--- config.mk ---
export PLATFORM = sky130hd
export DESIGN_NAME = touch_strip_throttle_mode_control_unit
export DESIGN_NICKNAME = d
export VERILOG_FILES = /design/src/rtl/tstmc_pkg.sv /design/src/rtl/tstmc_ctrl.sv /design/src/rtl/tstmc_dp.sv /design/src/rtl/touch_strip_throttle_mode_control_unit.sv
export SDC_FILE = /design/constraint.sdc
export NUM_CORES = 1
export LEC_CHECK = 0
export BUFFER_PORTS_ARGS = -buffer_cell sky130_fd_sc_hd__buf_4
export CAP_MARGIN = 20
export CORE_MARGIN = 2
export CORE_UTILIZATION = 56
export DETAILED_ROUTE_END_ITERATION = 8
export GPL_ROUTABILITY_DRIVEN = 1
export PLACE_DENSITY = 0.73
export SETUP_SLACK_MARGIN = 0.02
export SYNTH_ARGS = -nofsm -noshare
export SYNTH_HDL_FRONTEND = slang
export SYNTH_SLANG_ARGS = --single-unit
--- constraint.sdc ---
create_clock -name clk -period 10.3 [get_ports clk]
set_clock_uncertainty 0.15 [all_clocks]
set_input_delay 1.545 -clock clk [delete_from_list [all_inputs] [get_ports clk]]
set_output_delay 1.545 -clock clk [all_outputs]
set_load 0.02 [all_outputs]
--- src/rtl/tstmc_pkg.sv ---
`default_nettype none

package tstmc_pkg;

  // Core sizes
  localparam int LEVEL_MAX   = 1000;
  localparam int SAMPLE_BITS = 10;

  localparam int PRESS_W   = 10;
  localparam int POS_W     = 10;
  localparam int GAIN_W    = 5;
  localparam int PULSE_W   = 12;
  localparam int CFG_W     = 12;
  localparam int CFG_IDX_W = 3;

  localparam int IN_TDATA_W  = 24;
  localparam int OUT_TDATA_W = 16;

  localparam int LEVEL_W  = $clog2(LEVEL_MAX + 1);
  localparam int MOVE_W   = PRESS_W + GAIN_W;
  localparam int MOVE10_W = MOVE_W + 4;
  localparam int PROD_W   = LEVEL_W + PULSE_W;

  // Hold mode set points
  localparam int HOLD_UP_BASE   = 600;
  localparam int HOLD_DOWN_BASE = 400;
  localparam int HOLD_STEP      = 10;

  // Divide by LEVEL_MAX as a multiply by the rounded-up reciprocal. Exact for the
  // whole product range: product * error stays below 2^RECIP_SHIFT.
  localparam int     RECIP_SHIFT = 32;
  localparam longint RECIP       = ((64'd1 << RECIP_SHIFT) + LEVEL_MAX - 1) / LEVEL_MAX;
  localparam int     RECIP_W     = $clog2(RECIP + 1);

  localparam logic [PRESS_W-1:0] SAMPLE_MASK = PRESS_W'((64'd1 << SAMPLE_BITS) - 1);

  // Controller to datapath commands
  typedef struct packed {
    logic take;    // latch sample, classify, update mode and latch
    logic level;   // update throttle level
    logic mult;    // level times pulse span
    logic finish;  // scale and load the result register
  } tstmc_cmd_t;

endpackage

`default_nettype wire

--- src/rtl/tstmc_ctrl.sv ---
`default_nettype none

module tstmc_ctrl
  import tstmc_pkg::*;
(
  input  wire        clk,
  input  wire        rst,
  input  wire        s_tvalid,
  output logic       s_tready,
  output logic       m_tvalid,
  input  wire        m_tready,
  output tstmc_cmd_t cmd
);

  typedef enum logic [1:0] {
    S_IDLE,
    S_LEVEL,
    S_MULT,
    S_DIV
  } state_t;

  state_t state;

  assign s_tready   = (state == S_IDLE);
  assign cmd.take   = s_tready && s_tvalid;
  assign cmd.level  = (state == S_LEVEL);
  assign cmd.mult   = (state == S_MULT);
  // hold in S_DIV while the previous result is still waiting
  assign cmd.finish = (state == S_DIV) && (!m_tvalid || m_tready);

  always_ff @(posedge clk) begin
    if (rst) begin
      state    <= S_IDLE;
      m_tvalid <= 1'b0;
    end else begin
      case (state)
        S_IDLE: begin
          if (cmd.take) state <= S_LEVEL;
        end
        S_LEVEL: state <= S_MULT;
        S_MULT:  state <= S_DIV;
        S_DIV: begin
          if (cmd.finish) state <= S_IDLE;
        end
        default: state <= S_IDLE;
      endcase

      if (cmd.finish) begin
        m_tvalid <= 1'b1;
      end else if (m_tready) begin
        m_tvalid <= 1'b0;
      end
    end
  end

endmodule

`default_nettype wire

--- src/rtl/tstmc_dp.sv ---
`default_nettype none

module tstmc_dp
  import tstmc_pkg::*;
(
  input  wire                 clk,
  input  wire                 rst,
  input  tstmc_cmd_t          cmd,
  input  wire                 cfg_we,
  input  wire [CFG_IDX_W-1:0] cfg_index,
  input  wire [CFG_W-1:0]     cfg_data,
  input  wire [PRESS_W-1:0]   sample_pressure,
  input  wire [POS_W-1:0]     sample_position,
  output logic                out_pulse_valid,
  output logic [PULSE_W-1:0]  out_pulse,
  output logic                out_toggled,
  output logic                out_alt_hold
);

  typedef enum logic [CFG_IDX_W-1:0] {
    REG_TOUCH_THR,
    REG_MODE_THR,
    REG_UPPER_ZONE,
    REG_LOWER_ZONE,
    REG_GAIN,
    REG_CENTER_PULSE,
    REG_PULSE_LOW,
    REG_PULSE_HIGH
  } cfg_reg_t;

  typedef enum logic [2:0] {
    DEC_RELEASE,
    DEC_TOGGLE,
    DEC_UP,
    DEC_DOWN,
    DEC_KEEP
  } decision_t;

  localparam int SUM_W = MOVE10_W + 1;
  localparam int QF_W  = PROD_W + RECIP_W;

  // Configuration registers
  logic [PRESS_W-1:0] touch_threshold;
  logic [PRESS_W-1:0] mode_press_threshold;
  logic [POS_W-1:0]   upper_zone_start;
  logic [POS_W-1:0]   lower_zone_end;
  logic [GAIN_W-1:0]  pressure_gain;
  logic [PULSE_W-1:0] center_pulse;
  logic [PULSE_W-1:0] pulse_low;
  logic [PULSE_W-1:0] pulse_high;

  always_ff @(posedge clk) begin
    if (rst) begin
      touch_threshold      <= PRESS_W'(100);
      mode_press_threshold <= PRESS_W'(900);
      upper_zone_start     <= POS_W'(600);
      lower_zone_end       <= POS_W'(400);
      pressure_gain        <= GAIN_W'(1);
      center_pulse         <= PULSE_W'(1500);
      pulse_low            <= PULSE_W'(1000);
      pulse_high           <= PULSE_W'(2000);
    end else if (cfg_we) begin
      case (cfg_reg_t'(cfg_index))
        REG_TOUCH_THR:    touch_threshold      <= cfg_data[PRESS_W-1:0];
        REG_MODE_THR:     mode_press_threshold <= cfg_data[PRESS_W-1:0];
        REG_UPPER_ZONE:   upper_zone_start     <= cfg_data[POS_W-1:0];
        REG_LOWER_ZONE:   lower_zone_end       <= cfg_data[POS_W-1:0];
        REG_GAIN:         pressure_gain        <= cfg_data[GAIN_W-1:0];
        REG_CENTER_PULSE: center_pulse         <= cfg_data[PULSE_W-1:0];
        REG_PULSE_LOW:    pulse_low            <= cfg_data[PULSE_W-1:0];
        REG_PULSE_HIGH:   pulse_high           <= cfg_data[PULSE_W-1:0];
        default: ;
      endcase
    end
  end

  // Classify the incoming sample
  logic [PRESS_W-1:0] pressure;
  logic [POS_W-1:0]   position;
  decision_t          decision_next;
  logic [MOVE_W-1:0]  move_next;

  assign pressure  = sample_pressure & SAMPLE_MASK;
  assign position  = sample_position & SAMPLE_MASK;
  assign move_next = MOVE_W'(pressure) * MOVE_W'(pressure_gain);

  logic hold_mode;
  logic toggle_latch;

  always_comb begin
    if (pressure < touch_threshold) begin
      decision_next = DEC_RELEASE;
    end else if (!toggle_latch && pressure > mode_press_threshold &&
                 position < upper_zone_start && position > lower_zone_end) begin
      decision_next = DEC_TOGGLE;
    end else if (position > upper_zone_start) begin
      decision_next = DEC_UP;
    end else if (position < lower_zone_end) begin
      decision_next = DEC_DOWN;
    end else begin
      decision_next = DEC_KEEP;
    end
  end

  decision_t         decision;
  logic [MOVE_W-1:0] move;

  always_ff @(posedge clk) begin
    if (rst) begin
      hold_mode    <= 1'b0;
      toggle_latch <= 1'b0;
    end else if (cmd.take) begin
      case (decision_next)
        DEC_RELEASE: toggle_latch <= 1'b0;
        DEC_TOGGLE: begin
          toggle_latch <= 1'b1;
          hold_mode    <= ~hold_mode;
        end
        default: ;
      endcase
    end
  end

  always_ff @(posedge clk) begin
    if (cmd.take) begin
      decision <= decision_next;
      move     <= move_next;
    end
  end

  // Throttle level update
  logic [LEVEL_W-1:0]  throttle_level;
  logic [MOVE10_W-1:0] move10;
  logic [SUM_W-1:0]    level_cand;
  logic [SUM_W-1:0]    level_clamped;

  assign move10 = MOVE10_W'(move) * MOVE10_W'(HOLD_STEP);

  always_comb begin
    level_cand = SUM_W'(throttle_level);
    case (decision)
      DEC_UP: begin
        if (hold_mode) level_cand = SUM_W'(HOLD_UP_BASE) + SUM_W'(move10);
        else           level_cand = SUM_W'(throttle_level) + SUM_W'(move);
      end
      DEC_DOWN: begin
        if (hold_mode) begin
          if (SUM_W'(move10) >= SUM_W'(HOLD_DOWN_BASE)) level_cand = '0;
          else level_cand = SUM_W'(HOLD_DOWN_BASE) - SUM_W'(move10);
        end else begin
          if (SUM_W'(move) > SUM_W'(throttle_level)) level_cand = '0;
          else level_cand = SUM_W'(throttle_level) - SUM_W'(move);
        end
      end
      default: level_cand = SUM_W'(throttle_level);
    endcase
    if (level_cand > SUM_W'(LEVEL_MAX)) level_clamped = SUM_W'(LEVEL_MAX);
    else                               level_clamped = level_cand;
  end

  always_ff @(posedge clk) begin
    if (rst) begin
      throttle_level <= '0;
    end else if (cmd.level) begin
      throttle_level <= level_clamped[LEVEL_W-1:0];
    end
  end

  // Level times span, then divide by LEVEL_MAX
  logic               span_neg_next;
  logic [PULSE_W-1:0] span_mag;
  logic               span_neg;
  logic [PROD_W-1:0]  prod;

  assign span_neg_next = (pulse_high < pulse_low);
  assign span_mag      = span_neg_next ? (pulse_low - pulse_high) : (pulse_high - pulse_low);

  always_ff @(posedge clk) begin
    if (cmd.mult) begin
      prod     <= PROD_W'(throttle_level) * PROD_W'(span_mag);
      span_neg <= span_neg_next;
    end
  end

  logic [QF_W-1:0]    quot_full;
  logic [PULSE_W-1:0] quot;
  logic [PULSE_W-1:0] pulse_calc;

  assign quot_full  = QF_W'(prod) * QF_W'(RECIP);
  assign quot       = quot_full[RECIP_SHIFT +: PULSE_W];
  assign pulse_calc = span_neg ? (pulse_low - quot) : (pulse_low + quot);

  always_ff @(posedge clk) begin
    if (cmd.finish) begin
      out_alt_hold <= hold_mode;
      case (decision)
        DEC_RELEASE: begin
          out_pulse_valid <= hold_mode;
          out_pulse       <= hold_mode ? center_pulse : '0;
          out_toggled     <= 1'b0;
        end
        DEC_TOGGLE: begin
          out_pulse_valid <= 1'b0;
          out_pulse       <= '0;
          out_toggled     <= 1'b1;
        end
        default: begin
          out_pulse_valid <= 1'b1;
          out_pulse       <= pulse_calc;
          out_toggled     <= 1'b0;
        end
      endcase
    end
  end

endmodule

`default_nettype wire

--- src/rtl/touch_strip_throttle_mode_control_unit.sv ---
`default_nettype none

// Channel   Direction  Payload
// s_*       in         tdata: pressure[9:0], position[19:10], zero pad
// m_*       out        tdata: throttle_pulse[11:0], mode_toggled[12], alt_hold[13];
//                      tuser: pulse_valid
// cfg_*     in         write enable, register index 0..7, data up to 12 bits
//
// Per sample: the request is classified and move formed on the accept edge, then
// level update, level*span multiply and reciprocal divide follow in S_LEVEL, S_MULT
// and S_DIV; s_tready stays low until the result is loaded.
// A result waiting in the output register does not block the next request;
// only a second finished result stalls in the divide step until m_tready.
// Synchronous reset returns level, mode, latch and configuration registers to their defaults.

module touch_strip_throttle_mode_control_unit
  import tstmc_pkg::*;
(
  input  wire                   clk,
  input  wire                   rst,
  input  wire                   s_tvalid,
  output logic                  s_tready,
  input  wire [IN_TDATA_W-1:0]  s_tdata,   // pressure[9:0], position[19:10]
  output logic                  m_tvalid,
  input  wire                   m_tready,
  output logic [OUT_TDATA_W-1:0] m_tdata,  // throttle_pulse[11:0], mode_toggled[12], alt_hold[13]
  output logic                  m_tuser,   // pulse_valid
  input  wire                   cfg_we,
  input  wire [CFG_IDX_W-1:0]   cfg_index,
  input  wire [CFG_W-1:0]       cfg_data
);

  tstmc_cmd_t         cmd;
  logic               pulse_valid;
  logic [PULSE_W-1:0] throttle_pulse;
  logic               mode_toggled;
  logic               alt_hold;

  tstmc_ctrl u_ctrl (
    .clk      (clk),
    .rst      (rst),
    .s_tvalid (s_tvalid),
    .s_tready (s_tready),
    .m_tvalid (m_tvalid),
    .m_tready (m_tready),
    .cmd      (cmd)
  );

  tstmc_dp u_dp (
    .clk             (clk),
    .rst             (rst),
    .cmd             (cmd),
    .cfg_we          (cfg_we),
    .cfg_index       (cfg_index),
    .cfg_data        (cfg_data),
    .sample_pressure (s_tdata[PRESS_W-1:0]),
    .sample_position (s_tdata[PRESS_W +: POS_W]),
    .out_pulse_valid (pulse_valid),
    .out_pulse       (throttle_pulse),
    .out_toggled     (mode_toggled),
    .out_alt_hold    (alt_hold)
  );

  assign m_tdata = {(OUT_TDATA_W - PULSE_W - 2)'(0), alt_hold, mode_toggled, throttle_pulse};
  assign m_tuser = pulse_valid;

endmodule

`default_nettype wire

Word level (Yosys, flattened, before mapping)
Cells that the tools add are included.
Storage, ports and cells
  word-level logic and storage cells: 107
  register bits: 152
Cells by class
  bitwise operators: 1
  reductions and logical operators: 25
  $mul: 4
  multiplexer cells: 22
  eq/ne operators: 16
  $lt $le $gt $ge: 10
  add/sub/neg operators: 8
Operators by type and width (count)
  $mux 20: 4
  $mul 22x20->41 const B: 1
  $pmux 20 s2: 1
  $mux 12: 3
  $sub 12x12->12: 3
  $gt 10x10->1: 3
  $lt 10x10->1: 3
  $pmux 12 s2: 1
  $mul 10x12->22: 1
  $reduce_and 2->1: 11
  $add 10x19->20 const A: 1
  $gt 20x10->1 const B: 1
  $sub 9x19->20 const A: 1
  $ge 19x9->1 const B: 1
  $mul 15x3->18 const B: 1
  $add 10x15->16: 1
  $sub 10x15->16: 1
  $gt 15x10->1: 1
  $mul 10x5->15: 1
  $add 12x12->12: 1
  $eq 3x2->1 const B: 4
  $eq 3x3->1 const B: 4
  $lt 12x12->1: 1
  $mux 3: 4
  16 further kinds: 32

Logic depth before layout (Yosys ltp)
Gate-level depths: netlist of run 1.
  depth in word-level cells: 9
  mapped depth: 37
  depth with buffers taken out: 37

Hierarchy
From an unflattened synthesis of run 1, not the netlist that was laid out.
Second synthesis, totals
  cell total of the unflattened synthesis: 2490
  area, all modules: 21857.2 um2
Modules (own cells, without submodules)
  tstmc_dp: instances 1, cells an instance 2463, area each 21617.0 um2, sequential area each 3543.4 um2
  tstmc_ctrl: instances 1, cells an instance 22, area each 206.4 um2, sequential area each 60.1 um2
  touch_strip_throttle_mode_control_unit: instances 1, cells an instance 5, area each 33.8 um2, sequential area each 0.0 um2

Least setup slack after synthesis of run 1
No wires, ideal clock.
  kind: register to register
  from: register u_dp.prod[7]
  to: register u_dp.out_pulse[11] (data pin)
  clock period less this slack: 8365 ps
  setup slack: 1935 ps
  buffers on the path: 0
  arrival time: 7949 ps
  stages on the path, launching flop included: 35
  path through: edfxtp_1 -> ha_1 -> ha_1 -> fa_1 -> fa_1 -> fa_1 -> fa_1 -> inv_1 -> fa_1 -> inv_1 -> ha_1 -> a21oi_1 -> nor2_1 -> a211oi_1 -> a31oi_1 -> o41ai_1 -> nor2b_1 -> nor2_1 -> xnor2_1 -> inv_1 -> ha_1 -> mux2i_1 -> ha_1 -> nor2b_1 -> o21ai_0 -> nand2b_1 -> a21o_1 -> a21o_1 -> a21o_1 -> a41o_1 -> o41a_1 -> xnor2_1 -> xnor2_1 -> xnor2_1 -> o21ai_0
Between the ends
  cells in the longest elaborated chain, start to end: 4
Ends and longest elaborated chain
  start: declaration: line tstmc_dp.sv:173  | logic [PROD_W-1:0] prod;
  start signal: assignment: line tstmc_dp.sv:180  | prod <= PROD_W'(throttle_level) * PROD_W'(span_mag);
  $mul 22x20->41 (*): line tstmc_dp.sv:189  | assign quot_full = QF_W'(prod) * QF_W'(RECIP);
  $add 12x12->12 or $sub 12x12->12 (tied branches): line tstmc_dp.sv:191  | assign pulse_calc = span_neg ? (pulse_low - quot) : (pulse_low + quot);
  $mux 12 (*): line tstmc_dp.sv:191
  $pmux 12 s2 (*): line tstmc_dp.sv:196  | case (decision)
  end signal: assignment: line tstmc_dp.sv:199  | out_pulse <= hold_mode ? center_pulse : '0;
  end signal: assignment: line tstmc_dp.sv:209  | out_pulse <= pulse_calc;
  end: declaration: line tstmc_dp.sv:15  | output logic [PULSE_W-1:0] out_pulse,
Every way passes the cells marked *; elsewhere a longest branch is shown, timed or not.
A chain may end at the register's enable or synchronous reset.

Final worst setup path of run 1
Same ends and word-level chain as after synthesis.

==> impl_results.html, run 1 <==
<table>
<tr><th>Metric</th><th>Value</th></tr>
<tr><th colspan="2">Synthesis</th></tr>
<tr><td>Largest family of logic cells by synthesized area</td><td>adder cells</td></tr>
<tr><td>Yosys warns</td><td>0</td></tr>
<tr><td>Most area-consuming cells after synthesis</td><td>ha_1 (23%), fa_1 (19%), dfxtp_1 (9.0%), edfxtp_1 (7.9%), inv_1 (7.4%)</td></tr>
<tr><td>Unique masters post-synth</td><td>87</td></tr>
<tr><td>Post-synthesis simple-gate area fraction</td><td>14.6%</td></tr>
<tr><td>Flop and latch count out of synthesis</td><td>152</td></tr>
<tr><td>Average footprint of a synthesized cell</td><td>8.90 um2</td></tr>
<tr><td>Main synth FF type</td><td>dfxtp_1</td></tr>
<tr><td>Async set or reset register ratio after synthesis</td><td>0%</td></tr>
<tr><td>Library cell with the largest summed area after synthesis</td><td>ha_1</td></tr>
<tr><td>Proportion of synthesized area in mux cells</td><td>1.56%</td></tr>
<tr><td>EDFF count, synth</td><td>56</td></tr>
<tr><td>Area share of the leading cell type in the synthesized netlist</td><td>22.6%</td></tr>
<tr><td>Fraction of synthesized cell area in xor and xnor cells</td><td>4.05%</td></tr>
<tr><td>Post-Synthesis Cells</td><td>2403</td></tr>
<tr><td>Syn Std Cell Area</td><td>21400 um2</td></tr>
<tr><td>Compound-cell area share of the yosys netlist</td><td>12.5%</td></tr>
<tr><td>Synthesized-area fraction occupied by adder cells</td><td>41.8%</td></tr>
<tr><td>Sequential cell area fraction in the yosys report</td><td>16.9%</td></tr>
<tr><th colspan="2">STA</th></tr>
<tr><td>Setup repair after global routing missed its margin</td><td>no</td></tr>
<tr><td>Sum Neg Setup Slack</td><td>0 ps</td></tr>
<tr><td>Final setup violation count</td><td>0</td></tr>
<tr><td>Worst Max-Slew Pin Slew</td><td>1090 ps</td></tr>
<tr><td>Period minus WS final</td><td>9350 ps</td></tr>
<tr><td>Hold violation count in the final report</td><td>0</td></tr>
<tr><td>Worst slew margin relative to its limit</td><td>26.6%</td></tr>
<tr><td>Achievable Freq</td><td>0.107 GHz</td></tr>
<tr><td>Pins over their slew limit</td><td>0</td></tr>
<tr><td>Post-route fraction of the period consumed by the critical path</td><td>90.8%</td></tr>
<tr><th colspan="2">Route</th></tr>
<tr><td>Final WL</td><td>48700 um</td></tr>
<tr><td>Routed vias</td><td>16300</td></tr>
<tr><td>Initial drt markers</td><td>776</td></tr>
<tr><td>Post-detailed-route wirelength per cell</td><td>16.5 um</td></tr>
<tr><td>DRC violation count after routing</td><td>0</td></tr>
<tr><td>Pre-Repair DR Iteration Count</td><td>7</td></tr>
<tr><td>Antenna viol nets, final</td><td>0</td></tr>
<tr><td>Vias per cell</td><td>5.53</td></tr>
<tr><th colspan="2">Worst hold path</th></tr>
<tr><td>Classification of the worst-slack hold path</td><td>reg -&gt; reg</td></tr>
<tr><td>Hold Path End</td><td>u_dp.mode_press_threshold[5]</td></tr>
<tr><td>Cells on Worst Hold Path</td><td>2</td></tr>
<tr><td>Source of the worst hold timing path</td><td>u_dp.mode_press_threshold[5]</td></tr>
<tr><th colspan="2">Setup path</th></tr>
<tr><td>Startpoint-to-endpoint class of the critical path</td><td>reg -&gt; reg</td></tr>
<tr><td>RR Startpoint</td><td>u_dp.prod[7]</td></tr>
<tr><td>Critical path data required time</td><td>10300 ps</td></tr>
<tr><td>Largest driver fanout on the critical path</td><td>6</td></tr>
<tr><td>Arr. time, crit path</td><td>9350 ps</td></tr>
<tr><td>Number of cell instances on the worst register-to-register path</td><td>34</td></tr>
<tr><td>Critical Path Start Type</td><td>flip-flop</td></tr>
<tr><td>Cell with the largest stage delay on the worst path</td><td>o41ai_1</td></tr>
<tr><td>Flop-to-flop setup slack</td><td>950 ps</td></tr>
<tr><td>CP peak stage delay</td><td>710 ps</td></tr>
<tr><td>CP Launch Point</td><td>u_dp.prod[7]</td></tr>
<tr><td>Capture instance of the worst register-to-register path</td><td>u_dp.out_pulse[11]</td></tr>
<tr><td>Critical Path End Type</td><td>flip-flop</td></tr>
<tr><th colspan="2">Clock network</th></tr>
<tr><td>Post-CTS setup buffer count</td><td>0</td></tr>
<tr><td>Clock net sink count</td><td>152</td></tr>
<tr><td>Max Buffers Root-to-Sink</td><td>2</td></tr>
<tr><td>CTS resizes</td><td>0</td></tr>
<tr><td>TritonCTS clock tree</td><td>yes</td></tr>
<tr><td>CTS root buf</td><td>clkbuf_16</td></tr>
<tr><td>Number of levels in the clock H-tree</td><td>4</td></tr>
<tr><td>Clk_lat worst skew</td><td>450 ps</td></tr>
<tr><td>Clock edge transition at the registers on the reported setup and hold paths</td><td>70 ps</td></tr>
<tr><td>Cts bufs inserted</td><td>17</td></tr>
<tr><td>Cts hold-fix bufs</td><td>0</td></tr>
<tr><th colspan="2">Floorplan</th></tr>
<tr><td>Die extent in x</td><td>199 um</td></tr>
<tr><td>Number of top-level pins</td><td>63</td></tr>
<tr><td>Initial standard-cell utilization of the core</td><td>56.8%</td></tr>
<tr><td>DIE HEIGHT</td><td>199 um</td></tr>
<tr><td>Area enclosed by the die boundary</td><td>39800 um2</td></tr>
<tr><td>Core region area</td><td>37700 um2</td></tr>
<tr><td>Row cnt</td><td>71</td></tr>
<tr><th colspan="2">Layout</th></tr>
<tr><td>Area Overhead vs Synth</td><td>6.79%</td></tr>
<tr><td>Share of post-route cells with drive strength above 1</td><td>5.29%</td></tr>
<tr><td>Final net count</td><td>3061</td></tr>
<tr><td>N_diodes</td><td>0</td></tr>
<tr><td>Leading cell types in the layout, fill and taps excluded</td><td>inv_1 (419), ha_1 (386), nand2_1 (238), fa_1 (205), nor2_1 (139)</td></tr>
<tr><td>Most frequent standard cell in the layout excluding fill and tap cells</td><td>inv_1</td></tr>
<tr><th colspan="2">GRT</th></tr>
<tr><td>All-layer global routing usage</td><td>25.6%</td></tr>
<tr><td>Wire length of the first global-routing pass</td><td>81100 um</td></tr>
<tr><td>Pin count of the biggest net entering global routing</td><td>96</td></tr>
<tr><td>Number of global-route vias before repair</td><td>16800</td></tr>
<tr><td>Antenna violations before repair</td><td>0</td></tr>
<tr><td>Remaining global-route overflow</td><td>0</td></tr>
<tr><th colspan="2">Job</th></tr>
<tr><td>Number of max-cap violations</td><td>0</td></tr>
<tr><th colspan="2">Outcome</th></tr>
<tr><td>Outcome</td><td>finished clean</td></tr>
<tr><th colspan="2">Placed design</th></tr>
<tr><td>Total of buffers placed on input and output ports</td><td>56</td></tr>
<tr><td>Placer's final routability congestion estimate</td><td>0.898</td></tr>
<tr><td>DPL Wire Length</td><td>39300 um</td></tr>
</table>
## worst max-delay path: cells and delay by family (launching register included)
family / cells / cell delay [ps]
adder cells (fa/ha/maj): 10 / 4010
multiplexers: 1 / 170
AO/OA/AOI/OAI: 11 / 2800
AND/OR/NAND/NOR: 5 / 560
buffers and inverters: 3 / 160
flip-flops: 1 / 590
XOR/XNOR: 4 / 620
## worst max-delay path by stage
stage | to | slack [ps] | cells after the start
global route | u_dp.out_pulse[11] | 490 | 36
finish | u_dp.out_pulse[11] | 950 | 34
global placement | u_dp.out_pulse[11] | 1070 | 34
detailed placement | u_dp.out_pulse[11] | 960 | 34
floorplan | u_dp.out_pulse[11] | 1940 | 34
CTS | u_dp.out_pulse[11] | 930 | 34
## cell usage after synthesis (all sizes together), types with 33 or more instances
cell type / number
inv: 419
nor2: 139
nand2: 238
and2: 74
nor3: 36
fa: 205
nor2b: 43
a211o: 33
a21o: 43
edfxtp: 56
o21ai: 59
a21oi: 127
xnor2: 68
ha: 386
clkbuf: 57
dfxtp: 96
## routing by layer
metal / vias to the layer above / GRT usage, % / share of wire [%]
met5: - / 0 / 0
met4: 0 / 9.00 / 3.0
met3: 88 / 3.43 / 5.1
met2: 388 / 45.3 / 49
met1: 7860 / 32.2 / 43
li1: 7969 / - / -
## cell type report
type | instances | area, um2
Clock buffer | 21 | 462
Clock inverter | 10 | 67.6
Fill cell | 3262 | 14800
Inverter | 419 | 1570
Multi-Input combinational cell | 1764 | 15900
Sequential cell | 152 | 3600
Tap cell | 511 | 639
Timing Repair Buffer | 72 | 558
## stage by stage
stage	hold slack [ps]	worst slack, ps	utilization, %	instance area (um2)	instances
after global routing	322	488	60.6	22800	2949
after global placement	291	1070	59.2	22300	2917
final	305	947	60.6	22800	2949
after detailed placement	296	963	59.2	22300	2917
after floorplan	256	1940	-	21400	2404
after CTS	306	933	60.6	22800	2948
## kinds of logic (layout without fill, tap and decap cells)
group                    after synthesis  after routing
other                                  1              2
AND/OR/NAND/NOR                      645            645
buffers and inverters                488            522
adder cells (fa/ha/maj)              591            591
AO/OA/AOI/OAI                        395            395
flip-flops                           152            152
XOR/XNOR                              99             99
multiplexers                          32             32
## state kept, by name (all words and copies together) (netlist names), 12 cells and up
name,cells
u_dp.center_pulse,12
u_dp.pulse_high,12
u_dp.pulse_low,12
u_dp.move,15
u_dp.prod,22
u_dp.out_pulse,12
Power of run 1 is not shown: default switching activity piles up to over one toggle a cycle in this logic, so the estimate is an artifact.
==> run 2, diff against run 1 <==
Clock period 10.3 ns to 11.7 ns, I/O delays scaled along.
==> impl_results.html, run 2 (synthesized netlist as in run 1, its figures left out) <==
<table>
<tr><th>Metric</th><th>Value</th></tr>
<tr><th colspan="2">Layout</th></tr>
<tr><td>Area Overhead vs Synth</td><td>7.09% (was 6.79%)</td></tr>
<tr><td>Number of flip-flops in the largest register</td><td>22 (unchanged)</td></tr>
<tr><td>Share of post-route cells with drive strength above 1</td><td>5.33% (was 5.29%)</td></tr>
<tr><td>Leading registers by flop count</td><td>u_dp.prod (22), u_dp.move (15) (unchanged)</td></tr>
<tr><td>Most frequent standard cell in the layout excluding fill and tap cells</td><td>inv_1 (unchanged)</td></tr>
<tr><td>Final net count</td><td>3061 (unchanged)</td></tr>
<tr><td>Leading cell types in the layout, fill and taps excluded</td><td>inv_1 (419), ha_1 (386), nand2_1 (238), fa_1 (205), nor2_1 (139) (unchanged)</td></tr>
<tr><td>Largest Register</td><td>u_dp.prod (unchanged)</td></tr>
<tr><td>Summed area of non-filler cells in the final layout</td><td>22900 um2 (was 22800 um2)</td></tr>
<tr><td>N_diodes</td><td>0 (unchanged)</td></tr>
<tr><th colspan="2">Worst hold path</th></tr>
<tr><td>Classification of the worst-slack hold path</td><td>reg -&gt; reg (unchanged)</td></tr>
<tr><td>Source of the worst hold timing path</td><td>u_dp.upper_zone_start[5] (was u_dp.mode_press_threshold[5])</td></tr>
<tr><td>Hold Path End</td><td>u_dp.upper_zone_start[5] (was u_dp.mode_press_threshold[5])</td></tr>
<tr><td>Cells on Worst Hold Path</td><td>2 (unchanged)</td></tr>
<tr><th colspan="2">Setup path</th></tr>
<tr><td>RR Startpoint</td><td>u_dp.prod[7] (unchanged)</td></tr>
<tr><td>Capture instance of the worst register-to-register path</td><td>u_dp.out_pulse[11] (unchanged)</td></tr>
<tr><td>Startpoint-to-endpoint class of the critical path</td><td>reg -&gt; reg (unchanged)</td></tr>
<tr><td>Critical Path Start Type</td><td>flip-flop (unchanged)</td></tr>
<tr><td>Critical Path End Type</td><td>flip-flop (unchanged)</td></tr>
<tr><td>Number of cell instances on the worst register-to-register path</td><td>36 (was 34)</td></tr>
<tr><td>Cell with the largest stage delay on the worst path</td><td>o41ai_1 (unchanged)</td></tr>
<tr><td>Flop-to-flop setup slack</td><td>2210 ps (was 950 ps)</td></tr>
<tr><td>Critical path data required time</td><td>11700 ps (was 10300 ps)</td></tr>
<tr><td>Arr. time, crit path</td><td>9490 ps (was 9350 ps)</td></tr>
<tr><td>CP peak stage delay</td><td>730 ps (was 710 ps)</td></tr>
<tr><td>Largest driver fanout on the critical path</td><td>6 (unchanged)</td></tr>
<tr><th colspan="2">Job</th></tr>
<tr><td>Number of max-cap violations</td><td>0 (unchanged)</td></tr>
<tr><th colspan="2">Route</th></tr>
<tr><td>Post-detailed-route wirelength per cell</td><td>16.5 um (about the same)</td></tr>
<tr><td>Vias per cell</td><td>5.54 (was 5.53)</td></tr>
<tr><td>Pre-Repair DR Iteration Count</td><td>6 (was 7)</td></tr>
<tr><td>Routed vias</td><td>16300 (about the same)</td></tr>
<tr><td>Final WL</td><td>48700 um (about the same)</td></tr>
<tr><td>Initial drt markers</td><td>657 (was 776)</td></tr>
<tr><td>DRC violation count after routing</td><td>0 (unchanged)</td></tr>
<tr><td>Antenna viol nets, final</td><td>0 (unchanged)</td></tr>
<tr><th colspan="2">STA</th></tr>
<tr><td>Setup repair after global routing missed its margin</td><td>no (unchanged)</td></tr>
<tr><td>Hold violation count in the final report</td><td>0 (unchanged)</td></tr>
<tr><td>Post-route fraction of the period consumed by the critical path</td><td>81.1% (was 90.8%)</td></tr>
<tr><td>Worst Max-Slew Pin Slew</td><td>979 ps (was 1090 ps)</td></tr>
<tr><td>Worst slew margin relative to its limit</td><td>34.5% (was 26.6%)</td></tr>
<tr><td>Pins over their slew limit</td><td>0 (unchanged)</td></tr>
<tr><td>Hold Worst Slack</td><td>308 ps (was 305 ps)</td></tr>
<tr><td>Sum Neg Setup Slack</td><td>0 ps (unchanged)</td></tr>
<tr><td>Period minus WS final</td><td>9490 ps (was 9350 ps)</td></tr>
<tr><td>Achievable Freq</td><td>0.105 GHz (was 0.107 GHz)</td></tr>
<tr><td>Final setup violation count</td><td>0 (unchanged)</td></tr>
<tr><th colspan="2">Placed design</th></tr>
<tr><td>Total of buffers placed on input and output ports</td><td>56 (unchanged)</td></tr>
<tr><td>Post-detailed-placement cell area</td><td>22300 um2 (about the same)</td></tr>
<tr><td>Placer's final routability congestion estimate</td><td>0.917 (was 0.898)</td></tr>
<tr><td>DPL Wire Length</td><td>39300 um (about the same)</td></tr>
<tr><th colspan="2">Clock network</th></tr>
<tr><td>Clock net sink count</td><td>152 (unchanged)</td></tr>
<tr><td>Post-CTS setup buffer count</td><td>0 (unchanged)</td></tr>
<tr><td>Clk_lat worst skew</td><td>440 ps (was 450 ps)</td></tr>
<tr><td>Number of levels in the clock H-tree</td><td>4 (unchanged)</td></tr>
<tr><td>TritonCTS clock tree</td><td>yes (unchanged)</td></tr>
<tr><td>Clock edge transition at the registers on the reported setup and hold paths</td><td>70 ps (about the same)</td></tr>
<tr><td>Max Buffers Root-to-Sink</td><td>2 (unchanged)</td></tr>
<tr><td>CTS root buf</td><td>clkbuf_16 (unchanged)</td></tr>
<tr><td>Cts bufs inserted</td><td>17 (unchanged)</td></tr>
<tr><td>CTS resizes</td><td>0 (unchanged)</td></tr>
<tr><td>Cts hold-fix bufs</td><td>0 (unchanged)</td></tr>
<tr><th colspan="2">Floorplan</th></tr>
<tr><td>Initial standard-cell utilization of the core</td><td>56.8% (unchanged)</td></tr>
<tr><td>Row cnt</td><td>71 (unchanged)</td></tr>
<tr><td>Number of top-level pins</td><td>63 (unchanged)</td></tr>
<tr><td>Area enclosed by the die boundary</td><td>39800 um2 (unchanged)</td></tr>
<tr><td>DIE HEIGHT</td><td>199 um (unchanged)</td></tr>
<tr><td>Die extent in x</td><td>199 um (unchanged)</td></tr>
<tr><td>Core region area</td><td>37700 um2 (unchanged)</td></tr>
<tr><th colspan="2">GRT</th></tr>
<tr><td>Antenna violations before repair</td><td>0 (unchanged)</td></tr>
<tr><td>Pin count of the biggest net entering global routing</td><td>96 (unchanged)</td></tr>
<tr><td>Remaining global-route overflow</td><td>0 (unchanged)</td></tr>
<tr><td>All-layer global routing usage</td><td>25.9% (was 25.6%)</td></tr>
<tr><td>Wire length of the first global-routing pass</td><td>82400 um (was 81100 um)</td></tr>
<tr><td>Number of global-route vias before repair</td><td>16700 (was 16800)</td></tr>
<tr><th colspan="2">Outcome</th></tr>
<tr><td>Outcome</td><td>finished clean (unchanged)</td></tr>
</table>
[run 2: cell count changes in the layout (fill, tap and decap cells not counted), sizes merged]
cell	previous run	this run
clkbuf	22	19
clkinv	6	7
inv	423	424
bufinv	0	2
[run 2: layer usage]
layer	vias up	track usage, %	wire length (um)
met1	7940	33.2	21400
met4	0	6.42	1000
li1	8002	-	-
met3	70	3.04	1890
met2	324	46.4	24300
met5	-	0	0
[run 2: area by class of cell]
cell class              count  area [um2]
fillers                  3226       14800
clock buffers              18         450
inverters                 419        1570
well taps                 511         639
multi-input cells        1764       15900
flip-flops and latches    152        3600
repair buffers             72         561
clock inverters            14         140
[run 2: stage by stage]
step | cells | setup slack [ps] | util, %
after global routing | 2950 | 1700 | 60.8
after detailed placement | 2916 | 2280 | 59.1
final | 2950 | 2210 | 60.8
after CTS | 2948 | 2230 | 60.7
after global placement | 2916 | 2450 | 59.1
after floorplan | 2404 | 3340 | -
[run 2: how the worst max path moves through the flow]
stage                 start            endpoint  slack (ps)  cells past startpoint
3_3_place_gp   u_dp.prod[8]  u_dp.out_pulse[11]        2450                     34
3_5_place_dp   u_dp.prod[7]  u_dp.out_pulse[11]        2280                     34
6_report       u_dp.prod[7]  u_dp.out_pulse[11]        2210                     36
4_1_cts        u_dp.prod[7]  u_dp.out_pulse[11]        2230                     34
2_1_floorplan  u_dp.prod[7]  u_dp.out_pulse[11]        3340                     34
5_1_grt        u_dp.prod[7]  u_dp.out_pulse[11]        1700                     36
[run 2: critical path: cells and delay by family, from the launching register on]
family / cells / cell delay, ps
AOI/OAI and AO/OA: 11 / 2850
buffers and inverters: 5 / 260
and+or+nand+nor: 5 / 580
xor gates and xnor gates: 4 / 640
muxes: 1 / 170
adders and majority gates: 10 / 3940
DFF: 1 / 590
Power of run 2 is left out for the same reason.
